<file path="config.mk">
export PLATFORM = sky130hd
export DESIGN_NAME = cptsgd_qmul
export DESIGN_NICKNAME = d
export VERILOG_FILES = /design/src/rtl/cptsgd_pkg.sv /design/src/rtl/cptsgd_qmul.sv
export SDC_FILE = /design/constraint.sdc
export NUM_CORES = 2
export LEC_CHECK = 0
export ABC_CLOCK_PERIOD_IN_PS = 10850
export BUFFER_PORTS_ARGS = -buffer_cell sky130_fd_sc_hd__buf_2
export CAP_MARGIN = 10
export CORE_MARGIN = 2
export CORE_UTILIZATION = 35
export CTS_BUF_LIST = sky130_fd_sc_hd__clkbuf_4 sky130_fd_sc_hd__clkbuf_8 sky130_fd_sc_hd__clkbuf_16
export DETAILED_ROUTE_END_ITERATION = 7
export GPL_TIMING_DRIVEN = 0
export HOLD_SLACK_MARGIN = 0.15
export PLACE_DENSITY = 0.55
export SYNTH_ARGS = -nofsm -noshare
export SYNTH_HDL_FRONTEND = slang
export SYNTH_SLANG_ARGS = --single-unit
export TNS_END_PERCENT = 50
</file>
<file path="constraint.sdc">
create_clock -name clock -period 10.85 [get_ports clock]
set_input_delay 1.085 -clock clock [delete_from_list [all_inputs] [get_ports clock]]
set_output_delay 1.085 -clock clock [all_outputs]
set_load 0.01 [all_outputs]
</file>
<file path="src/rtl/cptsgd_pkg.sv">
// ----------------------------------------------------------------------------
// cptsgd_pkg
// Shared types, command codes and Q16.16 helpers for the CP tensor SGD block.
// ----------------------------------------------------------------------------
`default_nettype none

package cptsgd_pkg;

   typedef logic signed [31:0] q_type;     // Q16.16 value
   typedef logic signed [32:0] opnd_type;  // multiplier operand
   typedef logic signed [65:0] prod_type;  // full product

   localparam logic [1:0] CMD_TRAIN = 2'd0;
   localparam logic [1:0] CMD_WRITE = 2'd1;
   localparam logic [1:0] CMD_READ  = 2'd2;

   localparam logic [1:0] MODE_A = 2'd0;
   localparam logic [1:0] MODE_B = 2'd1;
   localparam logic [1:0] MODE_C = 2'd2;

   localparam logic [2:0] CSR_RANK  = 3'd0;
   localparam logic [2:0] CSR_RATE  = 3'd1;
   localparam logic [2:0] CSR_REG_A = 3'd2;
   localparam logic [2:0] CSR_REG_B = 3'd3;
   localparam logic [2:0] CSR_REG_C = 3'd4;

   localparam logic [4:0]  RANK_RESET = 5'd16;
   localparam logic [16:0] RATE_RESET = 17'd655;

   // round half up, floor shift, clamp to 32 bits
   function automatic q_type q_round_sat(input prod_type p);
      prod_type t;
      t = (p + prod_type'(32768)) >>> 16;
      if (t > prod_type'(32'sh7fffffff))
         return q_type'(32'sh7fffffff);
      else if (t < -prod_type'(64'sh80000000))
         return q_type'(32'sh80000000);
      else
         return t[31:0];
   endfunction

   function automatic q_type q_sat33(input logic signed [32:0] s);
      if (s[32] != s[31])
         return s[32] ? q_type'(32'sh80000000) : q_type'(32'sh7fffffff);
      else
         return s[31:0];
   endfunction

   function automatic q_type q_add(input q_type x, input q_type y);
      return q_sat33({x[31], x} + {y[31], y});
   endfunction

   function automatic q_type q_sub(input q_type x, input q_type y);
      return q_sat33({x[31], x} - {y[31], y});
   endfunction

   function automatic opnd_type q_ext(input q_type x);
      return {x[31], x};
   endfunction

   function automatic opnd_type w_ext(input logic [16:0] w);
      return {16'd0, w};
   endfunction

endpackage

`default_nettype wire

</file>
<file path="src/rtl/cptsgd_qmul.sv">
// ----------------------------------------------------------------------------
// cptsgd_qmul
// Shared Q16.16 multiplier: registered product, then round and saturate.
// ----------------------------------------------------------------------------
`default_nettype none

module cptsgd_qmul
   import cptsgd_pkg::*;
(
   input  wire logic     clock,
   input  wire opnd_type op_x,
   input  wire opnd_type op_y,
   output q_type         q
);

   prod_type prod_ff;

   always_ff @(posedge clock) begin
      prod_ff <= prod_type'(op_x) * prod_type'(op_y);
   end

   assign q = q_round_sat(prod_ff);

endmodule

`default_nettype wire

</file>
==> impl_results.md <==
* Result of the run: completed
* Largest registers: prod_ff x51
* Post-synthesis net count at 5,876
* Final routed DRC violation total at 0
* Count of final max-slew check failures at 0
* Starting Density at 0.3526
* Via count of the first global-routing pass at between 30,000 and 40,000
* Type of destination of the critical path: flop
* Initial drt markers at between 2,000 and 3,000
* Time the final worst path needs with I/O delays and setup at 9.949 ns
* Average wire length per cell after detail routing at 25.93 um
* Proportion of layout cells with a drive suffix above 1 at 0.02940
* Placement-stage cell area at ~0.043 mm^2
* Synth top area cells: sky130_fd_sc_hd__fa_1, sky130_fd_sc_hd__inv_1, sky130_fd_sc_hd__and2_1
* Hold Crit Class: in -> reg
* Placeable Area at 0.1160 mm^2
* Adder and majority cell fraction of the synthesized area at 0.6248
* Combinational family with the most area after synthesis: adder cells
* Final setup fails at 0
* Drt pass-1 iters at 6
* Largest fanout of any net on the critical path at 11
* Via-per-instance ratio at 5.143
* Clock Path Buffers at 2
* Biggest register: prod_ff
* CTS resizes at 0
* Syn_area_per_cell at 9.191 um^2
* Ys flop type: sky130_fd_sc_hd__dfxtp_1
* Total Routed Length at approximately 160 mm
* Buffers on Ports at slightly below 100
* Synth area leader: sky130_fd_sc_hd__fa_1
* Maximum clock frequency at slightly above 100 MHz
* Count of flip-flops with a built-in enable after synthesis at 0
* Setup repair after global routing missed its margin: false
* Critical hold path startpoint: op_x[0]
* Endpoint required time on the critical path at between 10 and 15 ns
* Final Instance Area at 0.04351 mm^2
* Number of buffers inserted during clock tree synthesis at 5
* Post-Syn Area at 0.04092 mm^2
* Die Footprint at 0.1197 mm^2
* Mapped Cells at between 4,000 and 5,000
* Number of flip-flops and latches in the synthesized netlist at 51
* Overflow left after global routing at 0
* DPL Wire Length at 135.7 mm
* Die width at 345.9 um
* Final-layout setup total negative slack at 0 ns
* Post-synthesis share of cell area spent on and, or, nand and nor gates at 0.1637
* Clock tree from TritonCTS: built
* Num ports at 99
* Startpoint type of the worst setup path: input port
* Clock slew at reported path FFs at about 0.07 ns
* Final estimated routing congestion in global placement at between 1 and 1.5
* Hold-fix buffers at CTS at 0
* Signed area change from the synthesized netlist to the final layout at 6.333%
* Yosys Warn Count at 0
* Number of antenna violations at the first check in global routing at 22
* Number of nets with antenna violations after routing at 0
* Count of H-tree levels built during CTS at 2
* Xor and xnor fraction of the mapped netlist area at 0.02140
* Post-CTS setup buffer count at 0
* Worst hold path cell count at 6
* Relative slew slack at 0.07352
* CTS root buffer: sky130_fd_sc_hd__clkbuf_16
* Share of the yosys chip area belonging to registers at 0.02495
* Share of the cycle needed by the critical path after routing at 0.9169
* Count of vias placed by the detailed router at between 30,000 and 40,000
* Maximum number of pins on one net before global-route repair at 27
* Core Rows at 125
* Die Y-Extent at about 350 um
* Number of maximum-capacitance constraint violations at 0
* Kind of critical path: in -> reg
* Number of endpoints with negative hold slack in the final report at 0
* Compound-cell area share of the yosys netlist at 0.03516
* Sink count of the clock tree at 51
* Final #Nets at 5,981
* Number of fill cells at 12,140
* Data arrival time of the critical path at around 10 ns
* Number of flip-flops in the largest register at slightly above 50
* Transition time of the tightest slew-check pin at ~1.4 ns
* Tot GR Track Use at 0.2716
* Ys async rst share at 0
* Terminating pin of the worst hold path: prod_ff[15]$_DFF_P_
* Top cell type's share of synthesized area at 0.5597
* Proportion of synthesized area in mux cells at 0.001315
* First-pass GRT wire length at between 200 and 250 mm
* Post-synth cell types at 75
-- metal layers --
layer,up-vias,wire (um),track usage,share of wire
li1,12920,-,-,-
met1,16590,60610,0.3398,0.38
met2,1412,72200,0.4424,0.46
met3,388,12300,0.04233,0.078
met4,6,12760,0.1660,0.081
met5,-,51,0,0.00032
-- worst max path at each step --
stage | to | cells past startpoint | slack (ns) | from
floorplan | prod_ff[63]$_DFF_P_ | 23 | 2.55 | op_x[32]
global placement | prod_ff[63]$_DFF_P_ | 26 | 0.71 | op_y[6]
detailed placement | prod_ff[63]$_DFF_P_ | 26 | 0.71 | op_y[6]
CTS | prod_ff[63]$_DFF_P_ | 24 | 1.0 | op_x[32]
global route | prod_ff[63]$_DFF_P_ | 26 | 0.50 | op_y[6]
finish | prod_ff[63]$_DFF_P_ | 26 | 0.90 | op_y[6]
-- Yosys cell counts (all sizes together) (41+ instances only) --
cell type,number
a21oi,59
xnor2,59
nand2,572
ha,213
inv,1171
o21ai,73
xor2,41
dfxtp,51
nor2,73
and2,545
fa,1144
clkbuf,210
-- final cells by class --
cell class	instances	area (um^2)	share of cell area
Antenna cell	8	20.02	0.0004601
Buffer	219	862.1	0.01981
Clock buffer	6	138.9	0.003192
Clock inverter	2	35.03	0.0008052
Inverter	1172	4399	0.1011
Multi-Input combinational cell	3010	34640	0.7961
Sequential cell	51	1021	0.02347
Tap cell	1524	1907	0.04383
Timing Repair Buffer	98	490.5	0.01127
-- stage by stage --
step,setup WS (ns),utilization,hold WS (ns),instances
floorplan,2.549,-,1.596,4452
global placement,0.7052,0.3733,1.773,6074
detailed placement,0.7086,0.3733,1.770,6074
CTS,0.9963,0.3747,1.711,6082
global route,0.4998,0.3747,1.770,6082
finish,0.9012,0.3749,1.735,6090
-- cells in the final DEF (no fill, tap or decap), types with 5 or more instances in the layout --
cell type,instances
sky130_fd_sc_hd__o21ai_0,41
sky130_fd_sc_hd__clkbuf_16,5
sky130_fd_sc_hd__xnor2_1,59
sky130_fd_sc_hd__o21bai_1,7
sky130_fd_sc_hd__o21a_1,9
sky130_fd_sc_hd__nor3_1,12
sky130_fd_sc_hd__nand2_1,572
sky130_fd_sc_hd__clkbuf_1,210
sky130_fd_sc_hd__o211ai_1,8
sky130_fd_sc_hd__o21ai_1,31
sky130_fd_sc_hd__ha_1,213
sky130_fd_sc_hd__nor2b_1,8
sky130_fd_sc_hd__and2_1,544
sky130_fd_sc_hd__a21oi_1,59
sky130_fd_sc_hd__and3_1,17
sky130_fd_sc_hd__a211oi_1,6
sky130_fd_sc_hd__nand3_1,22
sky130_fd_sc_hd__diode_2,8
sky130_fd_sc_hd__buf_2,100
sky130_fd_sc_hd__xor2_1,41
sky130_fd_sc_hd__nor2_1,73
sky130_fd_sc_hd__nor4_1,5
sky130_fd_sc_hd__a21o_1,25
sky130_fd_sc_hd__inv_1,1171
sky130_fd_sc_hd__nand2b_1,13
sky130_fd_sc_hd__dfxtp_1,51
sky130_fd_sc_hd__a31oi_1,16
sky130_fd_sc_hd__nand4_1,22
sky130_fd_sc_hd__fa_1,1144
-- worst max-delay path, stage by stage --
cell and delay (ns):
sky130_fd_sc_hd__buf_2 0.29, sky130_fd_sc_hd__clkbuf_1 0.68, sky130_fd_sc_hd__nand2_1 0.31, sky130_fd_sc_hd__inv_1 0.17
sky130_fd_sc_hd__fa_1 0.39, sky130_fd_sc_hd__inv_1 0.24, sky130_fd_sc_hd__fa_1 0.47, sky130_fd_sc_hd__inv_1 0.23
sky130_fd_sc_hd__fa_1 0.50, sky130_fd_sc_hd__fa_1 0.85, sky130_fd_sc_hd__inv_1 0.42, sky130_fd_sc_hd__fa_1 0.59
sky130_fd_sc_hd__inv_1 0.05, sky130_fd_sc_hd__fa_1 0.50, sky130_fd_sc_hd__fa_1 0.50, sky130_fd_sc_hd__inv_1 0.05
sky130_fd_sc_hd__fa_1 0.47, sky130_fd_sc_hd__inv_1 0.04, sky130_fd_sc_hd__ha_1 0.37, sky130_fd_sc_hd__and3_1 0.25
sky130_fd_sc_hd__a211oi_1 0.39, sky130_fd_sc_hd__o21bai_1 0.13, sky130_fd_sc_hd__a311o_1 0.34, sky130_fd_sc_hd__o21ai_0 0.35
sky130_fd_sc_hd__nand2_1 0.15, sky130_fd_sc_hd__a311oi_1 0.31
-- cell families after synthesis --
kind of cell    count (synthesis)
compound gates                230
xor+xnor                      100
fa+ha+maj                    1357
buf+inv                      1391
flops                          51
mux                             5
simple gates                 1318
Power is not shown: default switching activity piles up to over one toggle a cycle in this logic, so the estimate is an artifact.
